`src/hw/rtl/ptq_pkg.sv`:
```
// ---------------------------------------------------------------------------
// ptq_pkg: shared types, constants and helpers for the pid trapezoid unit
// Holds register indexes, 32-bit limits and the saturate / clamp helpers.
// ---------------------------------------------------------------------------
`default_nettype none

package ptq_pkg;

   typedef logic signed [31:0] word_type;
   typedef logic signed [33:0] wide_type;

   // configuration register indexes
   localparam logic [2:0] REG_PROP_GAIN     = 3'd0;
   localparam logic [2:0] REG_INTEG_GAIN    = 3'd1;
   localparam logic [2:0] REG_DERIV_GAIN    = 3'd2;
   localparam logic [2:0] REG_SAMPLE_PERIOD = 3'd3;
   localparam logic [2:0] REG_OUT_UPPER     = 3'd4;
   localparam logic [2:0] REG_OUT_LOWER     = 3'd5;
   localparam logic [2:0] REG_INTEG_UPPER   = 3'd6;
   localparam logic [2:0] REG_INTEG_LOWER   = 3'd7;

   localparam word_type WORD_MAX = 32'sh7FFF_FFFF;
   localparam word_type WORD_MIN = 32'sh8000_0000;

   // saturate a 34-bit signed value to 32 bits
   function automatic word_type sat34(input wide_type v);
      word_type r;
      if (v > 34'sh0_7FFF_FFFF) r = WORD_MAX;
      else if (v < -34'sh0_8000_0000) r = WORD_MIN;
      else r = v[31:0];
      return r;
   endfunction

   // with inverted limits, values above the upper limit get it, all others the lower
   function automatic word_type clamp32(input word_type v, input word_type hi,
                                        input word_type lo);
      word_type r;
      if (v > hi) r = hi;
      else if (v < lo) r = lo;
      else r = v;
      return r;
   endfunction

   // halve, truncating toward zero
   function automatic word_type half_trunc(input word_type x);
      logic signed [32:0] t;
      t = {x[31], x} + {32'd0, x[31]};
      t = t >>> 1;
      return t[31:0];
   endfunction

endpackage

`default_nettype wire

```
`src/hw/rtl/ptq_mul.sv`:
```
// ---------------------------------------------------------------------------
// ptq_mul: shared fixed-point multiplier
// Registers the full 64-bit product, then floors by the fraction bits and
// saturates to 32 bits.
// ---------------------------------------------------------------------------
`default_nettype none

module ptq_mul
   import ptq_pkg::*;
#(
   parameter int FRAC_BITS = 13
) (
   input  wire logic     clock,
   input  wire word_type op_a,
   input  wire word_type op_b,
   input  wire logic     go,
   output word_type      prod_q
);

   logic signed [63:0] prod_ff;
   logic signed [63:0] prod_in;
   logic signed [63:0] shifted;

   // product register, loads on issue
   assign prod_in = op_a * op_b;

   always_ff @(posedge clock) begin
      if (go) begin
         prod_ff <= prod_in;
      end
   end

   // floor shift and saturate
   always_comb begin
      shifted = prod_ff >>> FRAC_BITS;
      if (shifted > 64'sh0000_0000_7FFF_FFFF) prod_q = WORD_MAX;
      else if (shifted < -64'sh0000_0000_8000_0000) prod_q = WORD_MIN;
      else prod_q = shifted[31:0];
   end

endmodule

`default_nettype wire

```
`src/hw/rtl/ptq_div.sv`:
```
// ---------------------------------------------------------------------------
// ptq_div: serial fixed-point divider
// Restoring division of (num << FRAC_BITS) by an unsigned period, one
// quotient bit per cycle, truncated toward zero and saturated to 32 bits.
// ---------------------------------------------------------------------------
`default_nettype none

module ptq_div
   import ptq_pkg::*;
#(
   parameter int FRAC_BITS = 13
) (
   input  wire logic        clock,
   input  wire logic        reset,
   input  wire logic        start,
   input  wire word_type    num,
   input  wire logic [30:0] den,
   output logic             done,
   output word_type         quot
);

   localparam int NW = 32 + FRAC_BITS;
   localparam int CW = $clog2(NW + 1);

   logic [NW-1:0] dvd_ff, dvd_in;
   logic [30:0]   rem_ff, rem_in;
   logic [30:0]   den_ff;
   logic          neg_ff, zero_ff;
   logic [CW-1:0] cnt_ff, cnt_in;
   logic          run_ff, run_in;
   logic          done_ff, done_in;
   logic [31:0]   rem2;
   logic          ge;
   logic [32:0]   mag;

   // one restoring step
   always_comb begin
      rem2 = {rem_ff, dvd_ff[NW-1]};
      ge   = (rem2 >= {1'b0, den_ff});
      mag  = num[31] ? (33'd0 - {num[31], num}) : {num[31], num};
   end

   // sequencing of the iterations
   always_comb begin
      dvd_in  = dvd_ff;
      rem_in  = rem_ff;
      cnt_in  = cnt_ff;
      run_in  = run_ff;
      done_in = 1'b0;
      if (start) begin
         dvd_in = {mag[31:0], {FRAC_BITS{1'b0}}};
         rem_in = '0;
         cnt_in = CW'(NW - 1);
         run_in = 1'b1;
      end else if (run_ff) begin
         rem_in = ge ? 31'(rem2 - {1'b0, den_ff}) : rem2[30:0];
         dvd_in = {dvd_ff[NW-2:0], ge};
         if (cnt_ff == '0) begin
            run_in  = 1'b0;
            done_in = 1'b1;
         end else begin
            cnt_in = cnt_ff - 1'b1;
         end
      end
   end

   always_ff @(posedge clock) begin
      if (reset) begin
         run_ff  <= 1'b0;
         done_ff <= 1'b0;
      end else begin
         run_ff  <= run_in;
         done_ff <= done_in;
      end
   end

   always_ff @(posedge clock) begin
      dvd_ff <= dvd_in;
      rem_ff <= rem_in;
      cnt_ff <= cnt_in;
      if (start) begin
         den_ff  <= den;
         neg_ff  <= num[31];
         zero_ff <= (num == '0);
      end
   end

   // sign and saturation of the quotient
   always_comb begin
      if (zero_ff) quot = '0;
      else if (!neg_ff) begin
         if (dvd_ff > NW'(32'h7FFF_FFFF)) quot = WORD_MAX;
         else quot = dvd_ff[31:0];
      end else begin
         if (dvd_ff > NW'(33'h0_8000_0000)) quot = WORD_MIN;
         else quot = 32'd0 - dvd_ff[31:0];
      end
   end

   assign done = done_ff;

endmodule

`default_nettype wire

```
`src/hw/rtl/ptq_wrap.sv`:
```
// ---------------------------------------------------------------------------
// ptq_wrap: serial angle wrap
// Reduces a difference into [-180, 180) degrees: the whole-degree part is
// taken modulo 360 by one compare and subtract per cycle.
// ---------------------------------------------------------------------------
`default_nettype none

module ptq_wrap
   import ptq_pkg::*;
#(
   parameter int FRAC_BITS = 13
) (
   input  wire logic               clock,
   input  wire logic               reset,
   input  wire logic               start,
   input  wire logic signed [32:0] diff,
   output logic                    done,
   output word_type                err
);

   localparam int KS = 25 - FRAC_BITS;
   localparam int RW = 36 - FRAC_BITS;
   localparam int CW = $clog2(KS + 2);
   localparam logic signed [33:0] HALF_TURN = 34'sd180 <<< FRAC_BITS;
   localparam logic [RW-1:0] TURN_TOP = RW'(360) << KS;

   logic signed [33:0]   v;
   logic signed [33:0]   q;
   logic [RW-1:0]        rem_ff, rem_in;
   logic [RW-1:0]        sub_ff, sub_in;
   logic [FRAC_BITS-1:0] low_ff;
   logic [CW-1:0]        cnt_ff, cnt_in;
   logic                 run_ff, run_in;
   logic                 done_ff, done_in;
   logic [33:0]          m;

   // offset by a half turn and floor to whole degrees
   always_comb begin
      v = {diff[32], diff} + HALF_TURN;
      q = v >>> FRAC_BITS;
   end

   always_comb begin
      rem_in  = rem_ff;
      sub_in  = sub_ff;
      cnt_in  = cnt_ff;
      run_in  = run_ff;
      done_in = 1'b0;
      if (start) begin
         rem_in = q[RW-1:0] + TURN_TOP;
         sub_in = TURN_TOP;
         cnt_in = CW'(KS);
         run_in = 1'b1;
      end else if (run_ff) begin
         if (rem_ff >= sub_ff) rem_in = rem_ff - sub_ff;
         sub_in = sub_ff >> 1;
         if (cnt_ff == '0) begin
            run_in  = 1'b0;
            done_in = 1'b1;
         end else begin
            cnt_in = cnt_ff - 1'b1;
         end
      end
   end

   always_ff @(posedge clock) begin
      if (reset) begin
         run_ff  <= 1'b0;
         done_ff <= 1'b0;
      end else begin
         run_ff  <= run_in;
         done_ff <= done_in;
      end
   end

   always_ff @(posedge clock) begin
      rem_ff <= rem_in;
      sub_ff <= sub_in;
      cnt_ff <= cnt_in;
      if (start) low_ff <= v[FRAC_BITS-1:0];
   end

   // reassemble and recenter
   always_comb begin
      m   = 34'({rem_ff[8:0], low_ff});
      err = sat34(wide_type'(m) - HALF_TURN);
   end

   assign done = done_ff;

endmodule

`default_nettype wire

```
`src/hw/rtl/pid_trapezoid_q13_unit.sv`:
```
// ---------------------------------------------------------------------------
// pid_trapezoid_q13_unit: fixed-point PID controller, trapezoidal integral
// Drives one control output per feedback / setpoint sample.
// ---------------------------------------------------------------------------
// Usage:
//   Request beat (req_*): feedback, target, clear_history. Taken when
//   req_valid is high and req_stall is low. req_stall stays high from the
//   accepted beat until its response beat has been taken.
//   Response beat (rsp_*): drive, held while rsp_stall is high.
//   Csr port: csr_index / csr_data written when csr_valid and csr_ready;
//   csr_ready is always high. Write only while the unit is idle.
// Sequence (accept to rsp_valid):
//   clear beat: answered in the cycle after it is taken; first linear
//   sample: ST_FIRST, ST_FDONE; normal sample: ST_MSUM, ST_INTEG, ST_MKI,
//   ST_ADD1, ST_DIVW (waits for the serial divider that forms the
//   derivative, one quotient bit per cycle), ST_MKD, ST_FIN; angle mode
//   first waits in ST_WRAP for the serial modulo-360. One sample in flight;
//   the next beat is taken the cycle after the response beat leaves.
// Reset: gains 0, period 8, limits wide open, history cleared, and the
//   next sample is treated as the first one.
// ---------------------------------------------------------------------------
`default_nettype none

module pid_trapezoid_q13_unit
   import ptq_pkg::*;
#(
   parameter int ANGLE_WRAP = 0,
   parameter int FRAC_BITS  = 13
) (
   input  wire logic        clock,
   input  wire logic        reset,
   input  wire logic        req_valid,
   output logic             req_stall,
   input  wire word_type    req_feedback,
   input  wire word_type    req_target,
   input  wire logic        req_clear_history,
   output logic             rsp_valid,
   input  wire logic        rsp_stall,
   output word_type         rsp_drive,
   input  wire logic        csr_valid,
   output logic             csr_ready,
   input  wire logic [2:0]  csr_index,
   input  wire logic [31:0] csr_data
);

   localparam logic [3:0] ST_IDLE  = 4'd0;
   localparam logic [3:0] ST_WRAP  = 4'd1;
   localparam logic [3:0] ST_FIRST = 4'd2;
   localparam logic [3:0] ST_FDONE = 4'd3;
   localparam logic [3:0] ST_MSUM  = 4'd4;
   localparam logic [3:0] ST_INTEG = 4'd5;
   localparam logic [3:0] ST_MKI   = 4'd6;
   localparam logic [3:0] ST_ADD1  = 4'd7;
   localparam logic [3:0] ST_DIVW  = 4'd8;
   localparam logic [3:0] ST_MKD   = 4'd9;
   localparam logic [3:0] ST_FIN   = 4'd10;
   localparam logic [3:0] ST_OUT   = 4'd11;

   // configuration registers
   word_type    kp_ff, ki_ff, kd_ff;
   logic [30:0] period_ff;
   word_type    out_hi_ff, out_lo_ff, int_hi_ff, int_lo_ff;

   // controller state and work registers
   logic [3:0] state_ff, state_in;
   word_type   prev_ff, prev_in;
   word_type   acc_ff, acc_in;
   logic       started_ff, started_in;
   word_type   err_ff, err_in;
   word_type   integ_ff, integ_in;
   wide_type   total_ff, total_in;
   word_type   drive_ff, drive_in;

   logic               accept;
   logic signed [32:0] diff;
   word_type           mul_a, mul_b, mul_q;
   logic               mul_go;
   logic               div_start, div_done;
   word_type           div_q;
   logic               wrap_start, wrap_done;
   word_type           wrap_err;
   word_type           sum_e, diff_e;
   wide_type           total_fin;

   assign accept    = req_valid && !req_stall;
   assign req_stall = (state_ff != ST_IDLE);
   assign rsp_valid = (state_ff == ST_OUT);
   assign rsp_drive = drive_ff;
   assign csr_ready = 1'b1;

   // csr writes
   always_ff @(posedge clock) begin
      if (reset) begin
         kp_ff     <= '0;
         ki_ff     <= '0;
         kd_ff     <= '0;
         period_ff <= 31'd8;
         out_hi_ff <= WORD_MAX;
         out_lo_ff <= WORD_MIN;
         int_hi_ff <= WORD_MAX;
         int_lo_ff <= WORD_MIN;
      end else if (csr_valid && csr_ready) begin
         case (csr_index)
            REG_PROP_GAIN:     kp_ff     <= csr_data;
            REG_INTEG_GAIN:    ki_ff     <= csr_data;
            REG_DERIV_GAIN:    kd_ff     <= csr_data;
            REG_SAMPLE_PERIOD: period_ff <= csr_data[30:0];
            REG_OUT_UPPER:     out_hi_ff <= csr_data;
            REG_OUT_LOWER:     out_lo_ff <= csr_data;
            REG_INTEG_UPPER:   int_hi_ff <= csr_data;
            REG_INTEG_LOWER:   int_lo_ff <= csr_data;
            default: ;
         endcase
      end
   end

   // error terms
   always_comb begin
      diff      = {req_target[31], req_target} - {req_feedback[31], req_feedback};
      sum_e     = sat34(wide_type'(err_ff) + wide_type'(prev_ff));
      diff_e    = sat34(wide_type'(err_ff) - wide_type'(prev_ff));
      total_fin = total_ff + wide_type'(mul_q);
   end

   // shared multiplier operand select
   always_comb begin
      mul_a  = '0;
      mul_b  = '0;
      mul_go = 1'b1;
      case (state_ff)
         ST_FIRST: begin
            mul_a = kp_ff;
            mul_b = err_ff;
         end
         ST_MSUM: begin
            mul_a = sum_e;
            mul_b = {1'b0, period_ff};
         end
         ST_INTEG: begin
            mul_a = kp_ff;
            mul_b = err_ff;
         end
         ST_MKI: begin
            mul_a = ki_ff;
            mul_b = integ_ff;
         end
         ST_MKD: begin
            mul_a = kd_ff;
            mul_b = div_q;
         end
         default: mul_go = 1'b0;
      endcase
   end

   // sequencer
   always_comb begin
      state_in   = state_ff;
      prev_in    = prev_ff;
      acc_in     = acc_ff;
      started_in = started_ff;
      err_in     = err_ff;
      integ_in   = integ_ff;
      total_in   = total_ff;
      drive_in   = drive_ff;
      div_start  = 1'b0;
      wrap_start = 1'b0;
      case (state_ff)
         ST_IDLE: begin
            if (accept) begin
               err_in = sat34(wide_type'(diff));
               if (req_clear_history) begin
                  prev_in  = '0;
                  acc_in   = '0;
                  drive_in = '0;
                  state_in = ST_OUT;
               end else if (ANGLE_WRAP != 0) begin
                  wrap_start = 1'b1;
                  state_in   = ST_WRAP;
               end else if (!started_ff) begin
                  state_in = ST_FIRST;
               end else begin
                  state_in = ST_MSUM;
               end
            end
         end
         ST_WRAP: begin
            if (wrap_done) begin
               err_in = wrap_err;
               if (!started_ff) begin
                  prev_in    = wrap_err;
                  acc_in     = '0;
                  started_in = 1'b1;
               end
               state_in = ST_MSUM;
            end
         end
         ST_FIRST: begin
            prev_in    = err_ff;
            started_in = 1'b1;
            state_in   = ST_FDONE;
         end
         ST_FDONE: begin
            drive_in = mul_q;
            state_in = ST_OUT;
         end
         ST_MSUM: state_in = ST_INTEG;
         ST_INTEG: begin
            integ_in  = clamp32(sat34(wide_type'(acc_ff) + wide_type'(half_trunc(mul_q))),
                                int_hi_ff, int_lo_ff);
            div_start = 1'b1;
            state_in  = ST_MKI;
         end
         ST_MKI: begin
            total_in = wide_type'(mul_q);
            state_in = ST_ADD1;
         end
         ST_ADD1: begin
            total_in = total_fin;
            state_in = ST_DIVW;
         end
         ST_DIVW: begin
            if (div_done) state_in = ST_MKD;
         end
         ST_MKD: state_in = ST_FIN;
         ST_FIN: begin
            drive_in = clamp32(sat34(total_fin), out_hi_ff, out_lo_ff);
            acc_in   = integ_ff;
            prev_in  = err_ff;
            state_in = ST_OUT;
         end
         ST_OUT: begin
            if (!rsp_stall) state_in = ST_IDLE;
         end
         default: state_in = ST_IDLE;
      endcase
   end

   always_ff @(posedge clock) begin
      if (reset) begin
         state_ff   <= ST_IDLE;
         prev_ff    <= '0;
         acc_ff     <= '0;
         started_ff <= 1'b0;
      end else begin
         state_ff   <= state_in;
         prev_ff    <= prev_in;
         acc_ff     <= acc_in;
         started_ff <= started_in;
      end
   end

   always_ff @(posedge clock) begin
      err_ff   <= err_in;
      integ_ff <= integ_in;
      total_ff <= total_in;
      drive_ff <= drive_in;
   end

   ptq_mul #(.FRAC_BITS(FRAC_BITS)) u_mul (
      .clock  (clock),
      .op_a   (mul_a),
      .op_b   (mul_b),
      .go     (mul_go),
      .prod_q (mul_q)
   );

   ptq_div #(.FRAC_BITS(FRAC_BITS)) u_div (
      .clock (clock),
      .reset (reset),
      .start (div_start),
      .num   (diff_e),
      .den   (period_ff),
      .done  (div_done),
      .quot  (div_q)
   );

   ptq_wrap #(.FRAC_BITS(FRAC_BITS)) u_wrap (
      .clock (clock),
      .reset (reset),
      .start (wrap_start),
      .diff  (diff),
      .done  (wrap_done),
      .err   (wrap_err)
   );

   // a clear beat answers zero on the next cycle
   a_clear_zero: assert property (@(posedge clock) disable iff (reset)
      (accept && req_clear_history) |=> (rsp_valid && rsp_drive == '0))
      else $error("clear beat did not answer zero");

   // the first-sample flag never drops outside reset
   a_started_keeps: assert property (@(posedge clock) disable iff (reset)
      started_ff |=> started_ff)
      else $error("started flag dropped");

   // no request beat taken while a response waits
   a_one_in_flight: assert property (@(posedge clock) disable iff (reset)
      rsp_valid |-> req_stall)
      else $error("request taken with response pending");

   // the divider finishes only while the sequencer waits for it
   a_div_done_wait: assert property (@(posedge clock) disable iff (reset)
      div_done |-> (state_ff == ST_DIVW))
      else $error("divider finished outside its wait state");

endmodule

`default_nettype wire

```
`config.mk`:
```
export PLATFORM = sky130hd
export DESIGN_NAME = pid_trapezoid_q13_unit
export DESIGN_NICKNAME = d
export VERILOG_FILES = /design/src/hw/rtl/ptq_pkg.sv /design/src/hw/rtl/ptq_mul.sv /design/src/hw/rtl/ptq_div.sv /design/src/hw/rtl/ptq_wrap.sv /design/src/hw/rtl/pid_trapezoid_q13_unit.sv
export SDC_FILE = /design/constraint.sdc
export NUM_CORES = 2
export LEC_CHECK = 0
export BUFFER_PORTS_ARGS = -buffer_cell sky130_fd_sc_hd__clkbuf_2
export CELL_PAD_IN_SITES_DETAIL_PLACEMENT = 0
export CELL_PAD_IN_SITES_GLOBAL_PLACEMENT = 2
export CORE_MARGIN = 3
export CORE_UTILIZATION = 44
export DETAILED_ROUTE_END_ITERATION = 10
export GPL_TIMING_DRIVEN = 0
export PLACE_DENSITY_LB_ADDON = 0.1
export SLEW_MARGIN = 25
export SYNTH_ARGS = -nofsm -noshare
export SYNTH_HDL_FRONTEND = slang
export SYNTH_SLANG_ARGS = --single-unit
```
`constraint.sdc`:
```
create_clock -name clock -period 17.3 [get_ports clock]
set_input_delay 5.19 -clock clock [delete_from_list [all_inputs] [get_ports clock]]
set_output_delay 5.19 -clock clock [all_outputs]
set_load 0.05 [all_outputs]
```
* Yosys cells after proc, flatten, opt, wreduce, memory -nomap -nowiden
Cells that the tools add are included.
Operators by class: add/sub/neg operators 11, $mul 1, div/mod/pow operators 0, magnitude comparators 19, eq/ne operators 24, shift-type cells 0, mux-type cells 55, bitwise logic cells 4, reductions and logical operators 37
Operators with widths (number):
- $mux W32 | 29
- $pmux W32 S4 | 2
- $pmux W32 S3 | 2
- $gt A33 B32 Y1 const B | 4
- $lt A33 B32 Y1 const B | 4
- $mux W45 | 2
- $pmux W34 S2 | 1
- $add A32 B32 Y33 | 2
- $sub A32 B32 Y33 | 2
- $gt A32 B32 Y1 | 2
- $lt A32 B32 Y1 | 2
- $mul A32 B32 Y64 | 1
- $pmux W32 S2 | 1
- $sub A1 B32 Y32 const A | 2
- $gt A51 B32 Y1 const B | 1
- $lt A51 B32 Y1 const B | 1
- $gt A45 B31 Y1 const B | 1
- $gt A45 B32 Y1 const B | 1
- $pmux W4 S11 | 1
- $add A34 B32 Y34 | 1
- $gt A34 B32 Y1 const B | 1
- $lt A34 B32 Y1 const B | 1
- $add A32 B2 Y33 | 1
- $ge A32 B31 Y1 | 1
- 34 further kinds | 85
Storage, ports and cells: register bits 641, bits in latches 0, memory bits (writable) 0, bits in read-only memories 0, output and inout bits 35, memories 0

* Depth between registers and ports, before layout
depth after elaboration 12, depth in mapped cells 49

* By module
A second synthesis with hierarchy kept.
Unflattened totals: cell total of the unflattened synthesis 9493, area, all modules 82295.2 um2
By module, submodules not included:
- ptq_mul | times used 1, cells an instance 4066, area an instance 38069.0 um2
- pid_trapezoid_q13_unit | times used 1, cells an instance 4058, area an instance 32075.8 um2
- ptq_div | times used 1, cells an instance 897, area an instance 7953.9 um2
- ptq_wrap | times used 1, cells an instance 472, area an instance 4196.5 um2

* Worst setup path after synthesis
Ideal clock, no wire load.
kind reg-to-reg, start point register err_ff[9], end point register u_mul.prod_ff[54] (data pin), arrival time 10890 ps, required time 17154 ps, path slack 6264 ps, stages on the path, launching flop included 42, buffers on the path 4, clock period less this slack 11036 ps, cell sequence edfxtp_1 > ha_1 > clkbuf_1 > or3_1 > a2111oi_0 > o21ai_0 > a211o_1 > a21oi_1 > o21ai_0 > and2_1 > clkbuf_1 > nor3_1 > clkbuf_1 > nor2_1 > fa_1 > fa_1 > fa_1 > inv_1 > (+6 left out) > fa_1 > inv_1 > ha_1 > clkbuf_1 > a21oi_1 > o21ai_0 > a21o_1 > a21oi_1 > nor2b_1 > o21ai_0 > nand2b_1 > a21oi_1 > nor2_1 > a221o_2 > nand4_2 > a2111oi_4 > or4_1 > a21oi_1
Between the ends: word-level cells in the longest chain between the ends 6, elaborated cells between the ends (all ways) 8, those cells by class add/sub (1); mul (1); order compare (2); mux (4)
RTL lines:
- start, declared | line pid_trapezoid_q13_unit.sv:69 | word_type err_ff, err_in;
- start signal, assigned | line pid_trapezoid_q13_unit.sv:253 | err_ff <= err_in;
- $add A32 B32 Y33 | line pid_trapezoid_q13_unit.sv:120 | sum_e = sat34(wide_type'(err_ff) + wide_type'(prev_ff));
- $lt A33 B32 Y1 | line ptq_pkg.sv:29 | else if (v < -34'sh0_8000_0000) r = WORD_MIN;
- $mux W32 | line ptq_pkg.sv:29
- $mux W32 | line ptq_pkg.sv:28 | if (v > 34'sh0_7FFF_FFFF) r = WORD_MAX;
- $pmux W32 S4 | line pid_trapezoid_q13_unit.sv:130 | case (state_ff)
- $mul A32 B32 Y64 (*) | line ptq_mul.sv:25 | assign prod_in = op_a * op_b;
- named net u_mul.prod_in[54] | line ptq_mul.sv:21 | logic signed [63:0] prod_in;
- end signal, assigned | line ptq_mul.sv:29 | prod_ff <= prod_in;
- end, declared | line ptq_mul.sv:20 | logic signed [63:0] prod_ff;
The timed path passes the listed nets; every way through them passes the cells marked *. A chain may end at the register's enable or synchronous reset.

* Worst setup path in the final report
start point register err_ff[18], end point register u_mul.prod_ff[43] (data pin)
The elaborated chain is that of the path after synthesis.

==> flow_metrics.tcl <==
set metrics [dict create \
    status "finished clean" \
    max-cap-violations 0 \
    grt_pass1_vias 67200 \
    finalNetCount 11100 \
    h-tree-depth 3 \
    p_leak_uw 0.0389 \
    die_w_um 426 \
    netlist-cell-type-count 94 \
    synth_top_family_by_area "adder cells" \
    fin_skew_ns 0.0585 \
    synth_ff_type "dfxtp_1" \
    grt_remaining_overflow 0 \
    die_h_um 426 \
    power_per_cell_area_nw_per_um2 135 \
    cts_tree "yes" \
    drc_errors 0 \
    slew_headroom 0.199 \
    clock_path_buffers 3 \
    crit_family "adder cells" \
    hold_viol 0 \
    pin_count 140 \
    max_freq_mhz 61.8 \
    synthCells 9201 \
    post_cts.repair.setup_buffers 0 \
    largest_reg_flops 51 \
    hp-class "reg -> reg" \
    antenna_found_initial 25 \
    crit_fanout 10 \
    fin_crit_sh 0.936 \
    ys_warn_count 0 \
    grt_usage 0.363 \
    critPathMaxStageDelay_ns 0.92 \
    cp-end-kind "register" \
    cp-start-kind "register" \
    top_regs "u_mul.prod_ff: 51 flops, u_div.dvd_ff: 45 flops, total_ff: 34 flops" \
    regToRegSetupSlack_ns 1.11 \
    crit_top_cell "fa_1" \
    area_delta_synth_final_pct 9.06 \
    setup_violations 0 \
    synthAdderAreaFrac 0.362 \
    critical_path_required_ns 17.65 \
    synth_edf_count 250 \
    placementRows 153 \
    synth_compound_area_frac 0.137 \
    cts_root_buffer "clkbuf_16" \
    rsz0062_at_grt "no" \
    dp_hpwl_mm 272 \
    via_count 67700 \
    avgRoutedWirePerCell_um 27.7 \
    muxShareOfSynthArea 0.0178 \
    synth_seq_cells 628 \
    maxSlewViolCount 0 \
    first_pass_iters 10 \
    syn_avg_cell_area_um2 8.46 \
    critPathKind "reg -> reg" \
    total_power_uw 11500 \
    path_buf_inv 7 \
    place.gp.congestion 1.02 \
    start_util 0.445 \
    syn_nets 10900 \
    coreArea_um2 175000 \
    synthArstFlopShare 0 \
    cts.clk_slew.worst_paths_ns 0.06 \
    placement.io_buffers 104 \
    grt_max_degree 36 \
    top_register "u_mul.prod_ff" \
    ant_nets 0 \
    cts_hold_buf 0 \
    drtIter0Drc 7309 \
    syn_area_um2 77800 \
    worst_pin_slew_ns 1.20 \
    postCtsResizedCells 0 \
    period_needed_ns 16.19 \
    finalSetupTns_ns 0 \
    cts.sinks 628 \
    drive_gt1_frac 0.0448 \
    arrival_ns 16.54 \
    synthSimpleGateAreaFrac 0.159 \
    dieArea_um2 182000 \
    yosysSeqAreaShare 0.194 \
    routed_wl_mm 328 \
    grt_pass1_wl_mm 476 \
    synthXorXnorAreaFrac 0.0305 \
    via_per_inst 5.71 \
    clk_latency_ns 0.74 \
    peakVddDrop_mv 0.0781 \
    cp_slowest_cell "clkbuf_1" \
    cts_made_buffers 79 \
]
cells in the final DEF (no fill, tap or decap), drive strengths merged, types with 45 or more instances in the layout:
master	instances
ha	505
nand2b	110
a21oi	639
xor2	99
nor2	805
nand4	71
nor2b	72
fa	1087
xnor2	172
a21o	166
a211o	47
dfxtp	378
nor3	103
inv	1576
a22oi	55
nand2	1230
o21ai	327
edfxtp	250
nand3	159
and3	45
mux2i	135
clkbuf	678
buf	75
path summary, 6_finish.rpt:
| kind | startpoint | endpoint | cells after the start |
|---|---|---|---|
| min reg2reg | kp_ff[28] | kp_ff[28] | 2 |
| max | err_ff[18] | u_mul.prod_ff[43] | 39 |
| min | kp_ff[28] | kp_ff[28] | 2 |
| max reg2reg | err_ff[18] | u_mul.prod_ff[43] | 39 |
cells by family after synthesis:
family          after synthesis
fa+ha+maj                  1597
xor+xnor                    271
flops                       628
other cells                   1
compound gates             1678
mux                         138
buf+inv                    2070
simple gates               2818
cell type report:
class                      instances  area, um2
fill                           17300      89900
multi-input combinational       6503      55200
sequential                       628      15100
inverter                        1573       5900
tap                             2325       2910
clock buffer                     104       2160
buffer                           497       1950
timing repair buffer             153       1140
clock inverter                    43        463
antenna                           23       57.6
Yosys cell counts (12+ instances only):
cell type / n / area share
a2111oi_0: 12 / 0.0014
a211o_1: 47 / 0.0053
a211oi_1: 37 / 0.0036
a21boi_0: 14 / 0.0014
a21o_1: 166 / 0.016
a21oi_1: 637 / 0.041
a221o_1: 13 / 0.0017
a221oi_1: 13 / 0.0015
a222oi_1: 40 / 0.0051
a22o_1: 14 / 0.0016
a22oi_1: 55 / 0.0053
a31oi_1: 37 / 0.0030
and2_1: 41 / 0.0033
and3_1: 45 / 0.0036
buf_1: 25 / 0.0012
clkbuf_1: 438 / 0.021
clkbuf_2: 31 / 0.0020
dfxtp_1: 378 / 0.097
edfxtp_1: 250 / 0.096
fa_1: 1087 / 0.28
ha_1: 505 / 0.081
inv_1: 1570 / 0.076
mux2i_1: 135 / 0.017
nand2_1: 1230 / 0.059
nand2b_1: 110 / 0.0088
nand3_1: 159 / 0.010
nand3b_1: 42 / 0.0041
nand4_1: 70 / 0.0056
nor2_1: 805 / 0.039
nor2b_1: 72 / 0.0058
nor3_1: 103 / 0.0066
nor3b_1: 15 / 0.0014
nor4_1: 34 / 0.0027
o211ai_1: 16 / 0.0015
o21a_1: 42 / 0.0041
o21ai_0: 307 / 0.020
o21ai_1: 19 / 0.0012
o21bai_1: 38 / 0.0037
o221ai_1: 21 / 0.0024
o22ai_1: 15 / 0.0012
o31ai_1: 28 / 0.0027
or2_2: 17 / 0.0014
or3_1: 36 / 0.0029
xnor2_1: 172 / 0.019
xor2_1: 99 / 0.011
worst min-delay path: stages (launching register included):
cell	delay [ns]
dfxtp_1	0.31
nand2_1	0.05
a21oi_1	0.05
power breakdown:
part | total (uW) | leakage (uW) | internal [uW] | switching [uW]
Clock | 1720 | 0.00127 | 967 | 749
Sequential | 2150 | 0.00536 | 1880 | 271
Combinational | 7610 | 0.0323 | 2470 | 5140
Total | 11500 | 0.0389 | 5310 | 6160
metal layers:
metal,share of wire,vias to the layer above,track usage
met5,0.00016,-,0
met4,0.053,8,0.157
met3,0.094,579,0.0856
met2,0.42,2979,0.528
met1,0.44,33900,0.514
li1,-,30200,-
per-stage QoR:
stage | utilization | hold slack [ns] | setup WS [ns] | instance area, um2 | cells
floorplan | - | 0.427 | 6.26 | 77800 | 9201
global placement | 0.465 | 0.441 | 1.63 | 81200 | 11600
detailed placement | 0.470 | 0.446 | 2.11 | 82100 | 11700
CTS | 0.485 | 0.454 | 2.00 | 84700 | 11800
global route | 0.485 | 0.468 | 1.07 | 84800 | 11800
finish | 0.485 | 0.455 | 1.11 | 84800 | 11800
No activity file was read; power rests on OpenSTA's default activity.
